File: src/hw/rtl/phd_sqrt_cell.sv
// One bit of the restoring integer square root.
module phd_sqrt_cell #(
  parameter int SW  = 50,
  parameter int RW  = 25,
  parameter int BIT = 0
) (
  input  logic          clk,
  input  logic          en,
  input  logic [SW-1:0] rem_in,
  input  logic [RW-1:0] q_in,
  output logic [SW-1:0] rem,
  output logic [RW-1:0] q
);
  localparam int TW = SW + 1;

  logic [TW-1:0] trial;
  logic          take;

  // (q + 2^b)^2 - q^2 = q * 2^(b+1) + 2^(2b)
  assign trial = (TW'(q_in) << (BIT + 1)) + (TW'(1) << (2 * BIT));
  assign take  = (trial <= TW'(rem_in));

  always_ff @(posedge clk) begin
    if (en) begin
      rem <= take ? (rem_in - SW'(trial)) : rem_in;
      q   <= take ? (q_in | (RW'(1) << BIT)) : q_in;
    end
  end

endmodule

File: config.mk
export PLATFORM = sky130hd
export DESIGN_NAME = phd_sqrt_cell
export DESIGN_NICKNAME = d
export VERILOG_FILES = /design/src/hw/rtl/phd_sqrt_cell.sv
export SDC_FILE = /design/constraint.sdc
export NUM_CORES = 1
export LEC_CHECK = 0
export BUFFER_PORTS_ARGS = -buffer_cell sky130_fd_sc_hd__buf_2
export CAP_MARGIN = 20
export CORE_MARGIN = 2
export CORE_UTILIZATION = 56
export CTS_CLUSTER_DIAMETER = 120
export CTS_CLUSTER_SIZE = 25
export DETAILED_ROUTE_END_ITERATION = 16
export GPL_TIMING_DRIVEN = 0
export PLACE_DENSITY = 0.87
export SLEW_MARGIN = 20
export SYNTH_ARGS = -nofsm -noshare
export SYNTH_HDL_FRONTEND = slang
export SYNTH_SLANG_ARGS = --single-unit
File: constraint.sdc
create_clock -name clk -period 9.2 [get_ports clk]
set_clock_uncertainty 0.1 [all_clocks]
set_input_delay 2.76 -clock clk [delete_from_list [all_inputs] [get_ports clk]]
set_output_delay 2.76 -clock clk [all_outputs]
set_load 0.005 [all_outputs]
; Yosys cells after proc, flatten, opt, wreduce, memory -nomap -nowiden
; Index checks and enable logic that the tools add are counted.
[word_totals]
in_bits = 77
ff_bits = 75
[op_classes]
add_sub_neg = 2
n_mux = 1
order_cmp = 1
[ops]
columns = op, n
row1 = 27-bit by 50-bit <= comparator with 1-bit output, 1
row2 = 50-bit 2-to-1 mux, 1
row3 = 50-bit by 27-bit subtractor with 50-bit output, 1
row4 = 26-bit by 1-bit adder with 27-bit output (second input constant), 1

; Logic depth before layout (Yosys ltp)
; Gate-level depths: netlist of the first run.
[logic_depth]
word_depth = 3
mapped_depth = 14

; Worst setup path before layout of the first run
; Ideal clock, no wire load.
[synth_timing]
path_type = in2reg
start = input port rem_in[40]
end = register rem[23] (data pin)
t_required_ns = 8.840
n_path_buf = 2
arrival_ns = 5.146
path_stages = 9
path_slack_ns = 3.694
cell_sequence = or4_4 > or3_4 > or4_1 > a211o_1 > nor2b_1 > o21a_1 > buf_6 > buf_6 > mux2_2
[synth_via]
elab_chain_cells = 2
[synth_lines]
columns = item, line_no
row1 = from (decl), 9  ; input logic [SW-1:0] rem_in,
row2 = 27-bit by 50-bit <= comparator with 1-bit output, 21  ; assign take = (trial <= TW'(rem_in));
row3 = 50-bit 2-to-1 mux, 25  ; rem <= take ? (rem_in - SW'(trial)) : rem_in;
row4 = to (signal assigned), 25
row5 = to (decl), 11  ; output logic [SW-1:0] rem,
; No other way between the ends.
; A chain may end at the register's enable or synchronous reset.

; Worst setup path in the final report of the first run
[layout_timing]
start = input port q_in[10]
end = register rem[41] (data pin)
[layout_via]
elab_chain_cells = 3
elab_cells_between_ends = 4
cone_classes = add/sub (2) / order compare (1) / mux (1)
[layout_lines]
columns = item, line_no
row1 = from (decl), 10  ; input logic [RW-1:0] q_in,
row2 = 26-bit by 1-bit adder with 27-bit output (*), 20  ; assign trial = (TW'(q_in) << (BIT + 1)) + (TW'(1) << (2 * BIT));
row3 = 50-bit by 27-bit subtractor with 50-bit output or 27-bit by 50-bit <= comparator with 1-bit output (tied branches), "25, 21"
row4 = 50-bit 2-to-1 mux (*), 25
; Mark *: on every way between the ends. The rest lies on a longest branch, timed or not.

==> flow_results.xml, run 1 <==
<?xml version="1.0" encoding="UTF-8"?>
<metrics>
  <group name="floorplanning">
    <metric name="chipWidth" unit="µm">95.78</metric>
    <metric name="die_area" unit="µm²">9174</metric>
    <metric name="initial_core_utilization" unit="%">57.70</metric>
    <metric name="num_io_pins" unit="">152</metric>
    <metric name="core.rowCount" unit="">33</metric>
    <metric name="coreArea" unit="µm²">8175</metric>
    <metric name="die_height" unit="µm">95.78</metric>
  </group>
  <group name="synth">
    <metric name="synth-xor-area-share" unit="%">8.727</metric>
    <metric name="post_synth_fa_ha_maj_area_fraction" unit="%">7.321</metric>
    <metric name="synth_mux_area_share" unit="%">0.2387</metric>
    <metric name="count_of_state_elements_after_synthesis" unit="">75</metric>
    <metric name="yosys.cell_types.count" unit="">54</metric>
    <metric name="synth_largest_area_cell" unit="">sky130_fd_sc_hd__edfxtp_1</metric>
    <metric name="synth_top_family_by_area" unit="">simple AND/OR/NAND/NOR gates</metric>
    <metric name="async_reset_ff_share" unit="%">0</metric>
    <metric name="synth.avg_cell_area" unit="µm²">10.17</metric>
    <metric name="syn-cell-area" unit="µm²">4717</metric>
    <metric name="number_of_enable_flip_flop_cells_after_synthesis" unit="">75</metric>
    <metric name="post_synthesis_sequential_area_ratio" unit="%">47.75</metric>
    <metric name="simple_logic_cell_fraction_of_the_synthesized_area" unit="%">15.28</metric>
    <metric name="synthCells" unit="">464</metric>
    <metric name="synth_area_leaders" unit="">sky130_fd_sc_hd__edfxtp_1 (48%), sky130_fd_sc_hd__ha_1 (6.9%), sky130_fd_sc_hd__xor2_1 (5.6%)</metric>
    <metric name="synthesis.nets" unit="">568</metric>
    <metric name="synth_largest_type_area_fraction" unit="%">47.75</metric>
    <metric name="synthesis.yosys.warnings" unit="">0</metric>
    <metric name="synth_flop_cell" unit="">sky130_fd_sc_hd__edfxtp_1</metric>
    <metric name="synth-compound-area-share" unit="%">14.83</metric>
  </group>
  <group name="clock_tree">
    <metric name="clk_root_buffer_cell" unit="">sky130_fd_sc_hd__clkbuf_8</metric>
    <metric name="clk_pin_slew_worst_paths" unit="ns">0.08</metric>
    <metric name="cts_tree" unit="">done</metric>
    <metric name="cts-buffers-inserted" unit="">9</metric>
    <metric name="cts_setup_buffers" unit="">0</metric>
    <metric name="ctsResizeCount" unit="">0</metric>
    <metric name="postCtsHoldBufs" unit="">0</metric>
    <metric name="tritoncts_num_sinks" unit="">75</metric>
    <metric name="max-clock-path-buffers" unit="">2</metric>
    <metric name="htreeDepth" unit="">3</metric>
  </group>
  <group name="layout">
    <metric name="area_growth" unit="%">22.47</metric>
    <metric name="final_area" unit="µm²">5777</metric>
    <metric name="final_cell_count_no_fill" unit="">736</metric>
    <metric name="layout-drive-gt1-share" unit="%">28.05</metric>
    <metric name="fillerInstances" unit="">678</metric>
    <metric name="antennaDiodeCount" unit="">0</metric>
    <metric name="count_of_nets_after_finishing" unit="">731</metric>
  </group>
  <group name="detailed_routing">
    <metric name="route.antenna.remaining_nets" unit="">0</metric>
    <metric name="drt_iter0_drc" unit="">242</metric>
    <metric name="wire_per_inst" unit="µm">16.79</metric>
    <metric name="post_detailed_route_drc_marker_count" unit="">0</metric>
    <metric name="num_vias" unit="">4252</metric>
    <metric name="postRouteWirelength" unit="mm">12.36</metric>
    <metric name="routed_via_density" unit="">5.777</metric>
    <metric name="detailedRoute.firstPassIterationCount" unit="">5</metric>
  </group>
  <group name="placed_design">
    <metric name="globalplace.congestion" unit="">0.9239</metric>
    <metric name="dpl.hpwl" unit="mm">9.592</metric>
    <metric name="io_buffer_count" unit="">151</metric>
    <metric name="place.detailed.instances" unit="">721</metric>
    <metric name="post-place-ws" unit="ns">3.088</metric>
    <metric name="postPlaceCellArea" unit="µm²">5627</metric>
  </group>
  <group name="worst_setup_path">
    <metric name="crit_required" unit="ns">9.17</metric>
    <metric name="worst_setup_path_start_kind" unit="">primary input</metric>
    <metric name="type_of_destination_of_the_critical_path" unit="">register</metric>
    <metric name="path_class" unit="">in2reg</metric>
    <metric name="timing.critical_path.fanout_max" unit="">10</metric>
    <metric name="worstPathArrival" unit="ns">5.78</metric>
  </group>
  <group name="grt">
    <metric name="antenna_found_initial" unit="">1</metric>
    <metric name="grt-ovfl-total" unit="">0</metric>
    <metric name="grt_max_degree" unit="">40</metric>
    <metric name="global_route.usage.total" unit="%">26.92</metric>
    <metric name="first_pass_grt_wire_length" unit="mm">18.84</metric>
    <metric name="number_of_global_route_vias_before_repair" unit="">4063</metric>
  </group>
  <group name="power">
    <metric name="power_report.internal_total" unit="mW">0.6052</metric>
    <metric name="power.net_switching" unit="mW">0.2489</metric>
    <metric name="seq_power_share" unit="%">50.5</metric>
    <metric name="vdd.ir_drop.worst" unit="V">0.00009227</metric>
    <metric name="static_leakage" unit="nW">2.448</metric>
    <metric name="power.share.combinational" unit="%">24.4</metric>
    <metric name="power_density" unit="nW/µm²">147.8</metric>
    <metric name="swShare" unit="%">29.14</metric>
    <metric name="power.share.clock" unit="%">25.1</metric>
  </group>
  <group name="timing">
    <metric name="final.setup.tns" unit="ns">0</metric>
    <metric name="report.final.setup_viol" unit="">0</metric>
    <metric name="layout_worst_path_cycle_share" unit="%">63.22</metric>
    <metric name="slew_headroom" unit="%">47.55</metric>
    <metric name="tightestPinTransition" unit="ns">0.7669</metric>
    <metric name="fin_crit" unit="ns">5.816</metric>
    <metric name="final_critical_path_setup_slack" unit="ns">3.384</metric>
    <metric name="timing.final.max_slew_violations" unit="">0</metric>
    <metric name="grt_setup_unrepaired" unit="">false</metric>
    <metric name="timing.final.hold_violations" unit="">0</metric>
    <metric name="fmax" unit="MHz">171.9</metric>
  </group>
  <group name="worst_hold_path">
    <metric name="hold_path_class" unit="">in2reg</metric>
  </group>
  <group name="flow_run">
    <metric name="cap_violations" unit="">0</metric>
  </group>
  <group name="status">
    <metric name="run_status" unit="">finished clean</metric>
  </group>
</metrics>
==> critical path, cell delays in order <==
cell and delay (ns):
sky130_fd_sc_hd__buf_2 0.09, sky130_fd_sc_hd__inv_1 0.04, sky130_fd_sc_hd__ha_1 0.26, sky130_fd_sc_hd__clkbuf_1 0.34
sky130_fd_sc_hd__nand4_1 0.21, sky130_fd_sc_hd__nor3_1 0.19, sky130_fd_sc_hd__o21ai_0 0.24, sky130_fd_sc_hd__a31oi_1 0.36
sky130_fd_sc_hd__a21oi_1 0.24, sky130_fd_sc_hd__o21a_1 0.23, sky130_fd_sc_hd__buf_6 0.14, sky130_fd_sc_hd__a2111oi_0 0.54
sky130_fd_sc_hd__xor2_1 0.14
==> cell usage after synthesis (3+ instances only) <==
| cell type | n |
|---|---|
| sky130_fd_sc_hd__o21ai_0 | 35 |
| sky130_fd_sc_hd__nand3b_1 | 4 |
| sky130_fd_sc_hd__o31ai_1 | 5 |
| sky130_fd_sc_hd__o211ai_1 | 6 |
| sky130_fd_sc_hd__ha_1 | 26 |
| sky130_fd_sc_hd__nand4_1 | 12 |
| sky130_fd_sc_hd__a21oi_1 | 31 |
| sky130_fd_sc_hd__nand2_1 | 48 |
| sky130_fd_sc_hd__or4_1 | 4 |
| sky130_fd_sc_hd__o21bai_1 | 5 |
| sky130_fd_sc_hd__nand3_1 | 5 |
| sky130_fd_sc_hd__nor4_1 | 13 |
| sky130_fd_sc_hd__edfxtp_1 | 75 |
| sky130_fd_sc_hd__nor2b_1 | 4 |
| sky130_fd_sc_hd__xor2_1 | 30 |
| sky130_fd_sc_hd__clkbuf_1 | 14 |
| sky130_fd_sc_hd__nor3_1 | 8 |
| sky130_fd_sc_hd__a21o_1 | 7 |
| sky130_fd_sc_hd__inv_1 | 37 |
| sky130_fd_sc_hd__nor4b_1 | 3 |
| sky130_fd_sc_hd__nor2_1 | 20 |
| sky130_fd_sc_hd__buf_6 | 5 |
| sky130_fd_sc_hd__xnor2_1 | 17 |
| sky130_fd_sc_hd__or3_1 | 6 |
| sky130_fd_sc_hd__nand2b_1 | 4 |
| sky130_fd_sc_hd__o21a_1 | 4 |
==> placed cells by master, fill, tap and decap left out, drive strengths merged, types with 4 or more instances in the layout <==
cell and instances:
ha 26, edfxtp 75, o211ai 6, nand2 48, o21a 4, inv 37, o31ai 5, clkbuf 27
clkinv 4, nand3b 4, nand4 12, xor2 30, nor3 8, a21o 7, buf 159, o21ai 36
nand2b 4, nor2 20, or3 7, or4 5, nand3 5, o21bai 5, nor4 13, nor2b 4
xnor2 17, a21oi 31
==> registers in the layout, summed over array words and instances (netlist names) <==
name and flops:
rem 50, q 25
==> cell type report <==
| class | count | area (µm²) | area share [%] |
|---|---|---|---|
| inverters | 37 | 138.9 | 2.404 |
| plain buffers | 23 | 137.6 | 2.382 |
| clock buffers | 11 | 131.4 | 2.274 |
| clock inverters | 4 | 18.77 | 0.3249 |
| flip-flops and latches | 75 | 2252 | 38.99 |
| well taps | 105 | 131.4 | 2.274 |
| multi-input cells | 329 | 2188 | 37.88 |
| repair buffers | 152 | 778.2 | 13.47 |
==> cells by family after synthesis <==
logic type                 Yosys count
DFF                                 75
buffers and inverters               60
adders and majority gates           27
xor gates and xnor gates            47
and+or+nand+nor                    140
muxes                                1
AOI/OAI and AO/OA                  114
==> metrics by stage <==
step | utilization (%) | hold slack (ns) | total power [mW]
2_1_floorplan | - | 2.759 | 0.5498
6_report | 70.66 | 2.495 | 0.8541
4_1_cts | 70.66 | 2.490 | 0.8525
3_5_place_dp | 68.82 | 2.854 | 0.6440
5_1_grt | 70.66 | 2.481 | 0.8952
3_3_place_gp | 68.55 | 2.853 | 0.6366
==> power groups by stage <==
stage	clock, mW	sequential, mW	combinational (mW)
final	0.214	0.432	0.208
after global routing	0.228	0.435	0.232
after CTS	0.213	0.432	0.207
after detailed placement	0	0.439	0.205
after global placement	0	0.438	0.199
after floorplan	0	0.445	0.105
==> layer usage <==
layer	part of all wire, %	vias up	GRT usage (%)
met2	48	229	45.98
li1	-	2029	-
met3	8.3	24	5.951
met4	2.1	2	8.095
met5	0.11	-	0
met1	41	1968	34.27
==> final timing paths <==
| check | cells past startpoint | end | startpoint | slack (ns) |
|---|---|---|---|---|
| setup / recovery | 13 | rem[41] | q_in[10] | 3.38 |
| hold / removal | 1 | q[17] | q_in[17] | 2.50 |
No activity file was read; power rests on OpenSTA's default activity.
==> run 2: changes to the inputs <==
Settings changed: CORE_UTILIZATION 56 to 52, PLACE_DENSITY 0.87 to 0.81.
Clock period 9.2 ns to 5.68 ns, I/O delays scaled along.
==> run 2 against run 1 <==
Compared with the run above: sequential power increased by 61%; design area increased by 0.82%; largest cell class unchanged; non-clock buffer count unchanged; die area increased by 7.4%; sequential cell count unchanged; worst hold slack got worse by 1.1 ns; routed wire length decreased by 3.3%; cell count increased by 0.54%; global-route usage decreased by 2.2 points; critical path depth increased by 1; clock-buffer cell count decreased by 1.
==> flow_results.xml, run 2 (synthesis results as in run 1) <==
<?xml version="1.0" encoding="UTF-8"?>
<metrics>
  <group name="status">
    <metric name="run_status" unit="">finished clean</metric>
  </group>
  <group name="timing">
    <metric name="timing.final.hold_violations" unit="">0</metric>
    <metric name="slew_headroom" unit="%">52.17</metric>
    <metric name="final.setup.tns" unit="ns">0</metric>
    <metric name="layout_worst_path_cycle_share" unit="%">83.09</metric>
    <metric name="tightestPinTransition" unit="ns">0.6994</metric>
    <metric name="fmax" unit="MHz">211.9</metric>
    <metric name="final.hold.worst_slack" unit="ns">1.428</metric>
    <metric name="grt_setup_unrepaired" unit="">false</metric>
    <metric name="fin_crit" unit="ns">4.720</metric>
    <metric name="timing.final.max_slew_violations" unit="">0</metric>
    <metric name="report.final.setup_viol" unit="">0</metric>
  </group>
  <group name="floorplanning">
    <metric name="die_area" unit="µm²">9849</metric>
    <metric name="chipWidth" unit="µm">99.24</metric>
    <metric name="num_io_pins" unit="">152</metric>
    <metric name="die_height" unit="µm">99.24</metric>
    <metric name="coreArea" unit="µm²">8763</metric>
    <metric name="initial_core_utilization" unit="%">53.83</metric>
    <metric name="core.rowCount" unit="">34</metric>
  </group>
  <group name="grt">
    <metric name="gr-usage-met3" unit="%">4.708</metric>
    <metric name="grt.met1_usage" unit="%">32.37</metric>
    <metric name="antenna_found_initial" unit="">1</metric>
    <metric name="grt_most_used_layer" unit="">met2</metric>
    <metric name="grt_max_degree" unit="">42</metric>
    <metric name="grt-ovfl-total" unit="">0</metric>
    <metric name="grtUsageMet2" unit="%">40.64</metric>
    <metric name="global_route.usage.total" unit="%">24.72</metric>
    <metric name="first_pass_grt_wire_length" unit="mm">19.49</metric>
    <metric name="number_of_global_route_vias_before_repair" unit="">4141</metric>
  </group>
  <group name="layout">
    <metric name="commonest_non_fill_non_tap_cell_in_the_layout" unit="">sky130_fd_sc_hd__buf_2</metric>
    <metric name="count_of_nets_after_finishing" unit="">731</metric>
    <metric name="max_flop_register" unit="">rem</metric>
    <metric name="final_core_utilization" unit="%">66.46</metric>
    <metric name="mostFrequentLayoutCells" unit="">sky130_fd_sc_hd__buf_2 (150), sky130_fd_sc_hd__edfxtp_1 (75), sky130_fd_sc_hd__nand2_1 (48)</metric>
    <metric name="fillerInstances" unit="">690</metric>
    <metric name="antennaDiodeCount" unit="">0</metric>
    <metric name="layout-drive-gt1-share" unit="%">28.48</metric>
    <metric name="final_cell_count_no_fill" unit="">740</metric>
    <metric name="largestRegisters" unit="">rem: 50 flops, q: 25 flops</metric>
    <metric name="largest_reg_flops" unit="">50</metric>
    <metric name="area_growth" unit="%">23.47</metric>
  </group>
  <group name="worst_hold_path">
    <metric name="worstHoldStart" unit="">q_in[4]</metric>
    <metric name="hold-path-cell-count" unit="">1</metric>
    <metric name="whs_endpoint" unit="">q[4]</metric>
    <metric name="hold_path_class" unit="">in2reg</metric>
  </group>
  <group name="worst_setup_path">
    <metric name="type_of_destination_of_the_critical_path" unit="">register</metric>
    <metric name="path_class" unit="">in2reg</metric>
    <metric name="timing.critical_path.fanout_max" unit="">10</metric>
    <metric name="crit_slowest_cell" unit="">sky130_fd_sc_hd__nor4_1</metric>
    <metric name="crit_family" unit="">compound AO/OA/AOI/OAI gates</metric>
    <metric name="worst_setup_path_start_kind" unit="">primary input</metric>
    <metric name="crit_required" unit="ns">5.68</metric>
    <metric name="critPathBufInv" unit="">5</metric>
    <metric name="sequence_of_cells_on_the_critical_path" unit="">buf_2 -&gt; inv_1 -&gt; ha_1 -&gt; clkbuf_1 -&gt; nand4_1 -&gt; nor3_1 -&gt; o21ai_0 -&gt; a31oi_1 -&gt; a21oi_1 -&gt; o21a_1 -&gt; buf_6 -&gt; buf_8 -&gt; nor4_1 -&gt; xor2_1</metric>
    <metric name="worstPathArrival" unit="ns">4.72</metric>
    <metric name="cp_slowest_stage_delay" unit="ns">0.42</metric>
  </group>
  <group name="clock_tree">
    <metric name="ctsResizeCount" unit="">0</metric>
    <metric name="cts_setup_buffers" unit="">0</metric>
    <metric name="cts-buffers-inserted" unit="">9</metric>
    <metric name="postCtsHoldBufs" unit="">0</metric>
    <metric name="clk_root_buffer_cell" unit="">sky130_fd_sc_hd__clkbuf_8</metric>
    <metric name="htreeDepth" unit="">3</metric>
    <metric name="max-clock-path-buffers" unit="">2</metric>
    <metric name="clk_pin_slew_worst_paths" unit="ns">0.09</metric>
    <metric name="cts_tree" unit="">done</metric>
    <metric name="tritoncts_num_sinks" unit="">75</metric>
  </group>
  <group name="placed_design">
    <metric name="globalplace.congestion" unit="">0.9192</metric>
    <metric name="io_buffer_count" unit="">151</metric>
    <metric name="place.detailed.instances" unit="">724</metric>
    <metric name="dpl.hpwl" unit="mm">9.523</metric>
  </group>
  <group name="detailed_routing">
    <metric name="drt_iter0_drc" unit="">136</metric>
    <metric name="num_vias" unit="">4124</metric>
    <metric name="post_detailed_route_drc_marker_count" unit="">0</metric>
    <metric name="route.antenna.remaining_nets" unit="">0</metric>
    <metric name="postRouteWirelength" unit="mm">11.95</metric>
    <metric name="routed_via_density" unit="">5.573</metric>
    <metric name="detailedRoute.firstPassIterationCount" unit="">4</metric>
    <metric name="wire_per_inst" unit="µm">16.15</metric>
  </group>
  <group name="power">
    <metric name="vdd.ir_drop.worst" unit="V">0.0001381</metric>
    <metric name="static_leakage" unit="nW">2.456</metric>
    <metric name="power_density" unit="nW/µm²">248.6</metric>
  </group>
  <group name="flow_run">
    <metric name="cap_violations" unit="">0</metric>
  </group>
</metrics>
==> run 2: layer usage <==
| metal | up-vias | routed length (µm) |
|---|---|---|
| met5 | - | 16 |
| met1 | 1906 | 5209 |
| li1 | 2036 | - |
| met4 | 2 | 316 |
| met3 | 25 | 807 |
| met2 | 155 | 5597 |
==> run 2: report_power, final <==
group | internal [mW] | switching [mW] | total, mW | leakage, nW
combinational | 0.143 | 0.191 | 0.334 | 1.63
sequential | 0.684 | 0.0135 | 0.697 | 0.734
clock | 0.203 | 0.214 | 0.417 | 0.0885
total | 1.03 | 0.418 | 1.45 | 2.46
==> run 2: cell type report <==
cell class              count  area (µm²)  share of cell area [%]
clock inverters             6       66.31                   1.139
well taps                 108       135.1                   2.320
repair buffers            152       778.2                   13.36
clock buffers              10       127.6                   2.191
plain buffers              23       137.6                   2.363
inverters                  37       138.9                   2.385
multi-input cells         329        2188                   37.57
flip-flops and latches     75        2252                   38.67
==> run 2: how the worst max path moves through the flow <==
stage,start,endpoint,cells past startpoint
2_1_floorplan,rem_in[40],rem[23],9
4_1_cts,q_in[10],rem[41],13
6_report,q_in[10],rem[47],14
3_5_place_dp,q_in[10],rem[41],13
3_3_place_gp,q_in[10],rem[41],13
5_1_grt,q_in[2],rem[39],11
==> run 2: metrics by stage <==
stage / setup slack, ns / area, µm² / power [mW]
after CTS: 0.9901 / 5824 / 1.454
after global routing: 0.7069 / 5824 / 1.514
after global placement: 0.6694 / 5608 / 1.033
after detailed placement: 0.6208 / 5630 / 1.042
after floorplan: 1.230 / 4717 / 0.8906
final: 0.9604 / 5824 / 1.448
==> run 3: changes to the inputs <==
Settings changed: ABC_AREA set to 1, CORE_UTILIZATION 52 to 49, PLACE_DENSITY 0.81 to 0.77.
Clock period 5.68 ns to 4.3 ns, I/O delays scaled along.
==> run 3 against run 2 <==
Compared with the run above: sequential share of layout area fell by 7.6 points; non-clock buffer count fell by 15; worst setup slack got worse by 0.16 ns.
==> flow_results.xml, run 3 <==
<?xml version="1.0" encoding="UTF-8"?>
<metrics>
  <group name="synth">
    <metric name="async_reset_ff_share" unit="%">0</metric>
    <metric name="synthesis.nets" unit="">1002</metric>
    <metric name="post_synth_fa_ha_maj_area_fraction" unit="%">5.713</metric>
    <metric name="synth_area_leaders" unit="">sky130_fd_sc_hd__edfxtp_1 (37%), sky130_fd_sc_hd__nand2_1 (21%), sky130_fd_sc_hd__inv_1 (11%)</metric>
    <metric name="number_of_enable_flip_flop_cells_after_synthesis" unit="">75</metric>
    <metric name="synth_flop_cell" unit="">sky130_fd_sc_hd__edfxtp_1</metric>
    <metric name="synthCells" unit="">898</metric>
    <metric name="cell_types_with_the_highest_counts_after_synthesis" unit="">sky130_fd_sc_hd__nand2_1 (338), sky130_fd_sc_hd__inv_1 (178), sky130_fd_sc_hd__nor2_1 (90)</metric>
    <metric name="synth-compound-area-share" unit="%">4.761</metric>
    <metric name="count_of_state_elements_after_synthesis" unit="">75</metric>
    <metric name="synth_mux_area_share" unit="%">0</metric>
    <metric name="synth_largest_type_area_fraction" unit="%">37.26</metric>
    <metric name="post_synthesis_sequential_area_ratio" unit="%">37.26</metric>
    <metric name="synthesis.yosys.warnings" unit="">0</metric>
    <metric name="synth-xor-area-share" unit="%">3.188</metric>
    <metric name="synth_largest_area_cell" unit="">sky130_fd_sc_hd__edfxtp_1</metric>
    <metric name="synth.avg_cell_area" unit="µm²">6.731</metric>
    <metric name="synth_top_family_by_area" unit="">simple AND/OR/NAND/NOR gates</metric>
    <metric name="yosys.cell_types.count" unit="">25</metric>
    <metric name="simple_logic_cell_fraction_of_the_synthesized_area" unit="%">36.72</metric>
    <metric name="synth_most_common_cell" unit="">sky130_fd_sc_hd__nand2_1</metric>
    <metric name="syn-cell-area" unit="µm²">6045</metric>
  </group>
  <group name="layout">
    <metric name="antennaDiodeCount" unit="">0</metric>
    <metric name="area_growth" unit="%">20.06</metric>
    <metric name="largestRegisters" unit="">rem: 50 flops, q: 25 flops</metric>
    <metric name="layout-drive-gt1-share" unit="%">18.59</metric>
    <metric name="max_flop_register" unit="">rem</metric>
    <metric name="commonest_non_fill_non_tap_cell_in_the_layout" unit="">sky130_fd_sc_hd__nand2_1</metric>
    <metric name="mostFrequentLayoutCells" unit="">sky130_fd_sc_hd__nand2_1 (338), sky130_fd_sc_hd__inv_1 (178), sky130_fd_sc_hd__buf_2 (152)</metric>
    <metric name="count_of_nets_after_finishing" unit="">1165</metric>
    <metric name="largest_reg_flops" unit="">50</metric>
  </group>
  <group name="worst_setup_path">
    <metric name="worstPathArrival" unit="ns">3.62</metric>
    <metric name="startpoint" unit="">rem_in[0]</metric>
    <metric name="sequence_of_cells_on_the_critical_path" unit="">buf_2 -&gt; inv_1 -&gt; fa_1 -&gt; inv_1 -&gt; nand3_1 -&gt; nand3_1 -&gt; nand2_1 -&gt; nand2_1 -&gt; nand3_1 -&gt; nand2_1 -&gt; a21oi_1 -&gt; or2_2 -&gt; nand2_1</metric>
    <metric name="cp_depth" unit="">13</metric>
    <metric name="critPathBufInv" unit="">3</metric>
    <metric name="crit_family" unit="">simple AND/OR/NAND/NOR gates</metric>
    <metric name="crit_required" unit="ns">4.42</metric>
    <metric name="path_class" unit="">in2reg</metric>
    <metric name="cp_slowest_stage_delay" unit="ns">0.44</metric>
    <metric name="type_of_destination_of_the_critical_path" unit="">register</metric>
    <metric name="crit_slowest_cell" unit="">sky130_fd_sc_hd__fa_1</metric>
    <metric name="worst_setup_path_start_kind" unit="">primary input</metric>
    <metric name="timing.critical_path.fanout_max" unit="">6</metric>
    <metric name="cp_common_cell" unit="">sky130_fd_sc_hd__nand2_1</metric>
    <metric name="critical_path_capture_point" unit="">rem[32]</metric>
  </group>
  <group name="clock_tree">
    <metric name="clk_root_buffer_cell" unit="">sky130_fd_sc_hd__clkbuf_16</metric>
    <metric name="clk_pin_slew_worst_paths" unit="ns">0.06</metric>
    <metric name="cts-buffers-inserted" unit="">9</metric>
    <metric name="postCtsHoldBufs" unit="">0</metric>
    <metric name="max-clock-path-buffers" unit="">2</metric>
    <metric name="cts_tree" unit="">done</metric>
    <metric name="ctsResizeCount" unit="">0</metric>
    <metric name="htreeDepth" unit="">3</metric>
    <metric name="tritoncts_num_sinks" unit="">75</metric>
    <metric name="cts_setup_buffers" unit="">0</metric>
  </group>
  <group name="timing">
    <metric name="final.setup.tns" unit="ns">0</metric>
    <metric name="timing.final.max_slew_violations" unit="">0</metric>
    <metric name="fmax" unit="MHz">285.4</metric>
    <metric name="final_critical_path_setup_slack" unit="ns">0.7966</metric>
    <metric name="timing.final.hold_violations" unit="">0</metric>
    <metric name="fin_crit" unit="ns">3.503</metric>
    <metric name="tightestPinTransition" unit="ns">0.4632</metric>
    <metric name="grt_setup_unrepaired" unit="">false</metric>
    <metric name="report.final.setup_viol" unit="">0</metric>
    <metric name="slew_headroom" unit="%">69.12</metric>
    <metric name="layout_worst_path_cycle_share" unit="%">81.48</metric>
  </group>
  <group name="floorplanning">
    <metric name="initial_core_utilization" unit="%">50.32</metric>
    <metric name="die_area" unit="µm²">13240</metric>
    <metric name="num_io_pins" unit="">152</metric>
    <metric name="coreArea" unit="µm²">12010</metric>
    <metric name="core.rowCount" unit="">40</metric>
    <metric name="chipWidth" unit="µm">115.1</metric>
    <metric name="die_height" unit="µm">115.1</metric>
  </group>
  <group name="grt">
    <metric name="grt_max_degree" unit="">42</metric>
    <metric name="first_pass_grt_wire_length" unit="mm">28.40</metric>
    <metric name="antenna_found_initial" unit="">0</metric>
    <metric name="number_of_global_route_vias_before_repair" unit="">5892</metric>
    <metric name="global_route.usage.total" unit="%">28.31</metric>
    <metric name="grt-ovfl-total" unit="">0</metric>
  </group>
  <group name="detailed_routing">
    <metric name="detailedRoute.firstPassIterationCount" unit="">6</metric>
    <metric name="wire_per_inst" unit="µm">15.23</metric>
    <metric name="postRouteWirelength" unit="mm">18.46</metric>
    <metric name="drt_iter0_drc" unit="">453</metric>
    <metric name="num_vias" unit="">6134</metric>
    <metric name="route.antenna.remaining_nets" unit="">0</metric>
    <metric name="post_detailed_route_drc_marker_count" unit="">0</metric>
    <metric name="routed_via_density" unit="">5.061</metric>
  </group>
  <group name="flow_run">
    <metric name="cap_violations" unit="">0</metric>
  </group>
  <group name="placed_design">
    <metric name="io_buffer_count" unit="">151</metric>
    <metric name="dpl.hpwl" unit="mm">15.44</metric>
    <metric name="globalplace.congestion" unit="">0.9418</metric>
    <metric name="post-place-ws" unit="ns">0.5008</metric>
  </group>
  <group name="status">
    <metric name="run_status" unit="">finished clean</metric>
  </group>
  <group name="power">
    <metric name="static_leakage" unit="nW">3.706</metric>
    <metric name="vdd.ir_drop.worst" unit="V">0.0001687</metric>
    <metric name="power_density" unit="nW/µm²">295.7</metric>
  </group>
  <group name="worst_hold_path">
    <metric name="hold_path_class" unit="">in2reg</metric>
  </group>
</metrics>
-- run 3: stage by stage --
step | hold WS (ns) | instance area, µm² | power, mW | utilization (%) | std cells
floorplan | 1.289 | 6045 | 1.256 | - | 898
global placement | 1.381 | 6984 | 1.487 | 58.15 | 1196
detailed placement | 1.382 | 7007 | 1.493 | 58.33 | 1197
CTS | 1.022 | 7257 | 2.151 | 60.42 | 1212
global route | 1.030 | 7257 | 2.249 | 60.42 | 1212
finish | 1.028 | 7257 | 2.146 | 60.42 | 1212
-- run 3: layout make-up --
class                           instances  area, µm²
Fill cell                            1165       4755
Multi-Input combinational cell        635       3045
Sequential cell                        75       2252
Timing Repair Buffer                  152      778.2
Inverter                              180      675.6
Clock buffer                           10      229.0
Tap cell                              147      183.9
Buffer                                  8      71.32
Clock inverter                          5      21.27
-- run 3: where the power goes --
part           internal (mW)  total (mW)  switching (mW)
sequential             0.904       0.921          0.0174
clock                  0.379       0.661           0.283
combinational          0.213       0.563           0.350
total                   1.50        2.15           0.650
-- run 3: metal layers --
metal  wire [µm]  GRT usage (%)  vias to the layer above
met1        7815          35.63                     2743
li1            -              -                     3130
met2        8732          48.08                      233
met5           0              0                        -
met3        1451          5.324                       28
met4         457          11.41                        0
-- run 3: worst min path at each step --
stage,start,to,slack [ns],cells after the start
finish,q_in[2],q[2],1.03,1
global route,q_in[2],q[2],1.03,1
CTS,q_in[2],q[2],1.02,1
detailed placement,q_in[17],q[17],1.38,1
global placement,q_in[8],q[8],1.38,1
floorplan,q_in[10],q[10],1.29,0
-- run 3: cell families after synthesis --
kind of cell | after synthesis
buf+inv | 188
simple gates | 539
fa+ha+maj | 27
compound gates | 47
flops | 75
xor+xnor | 22
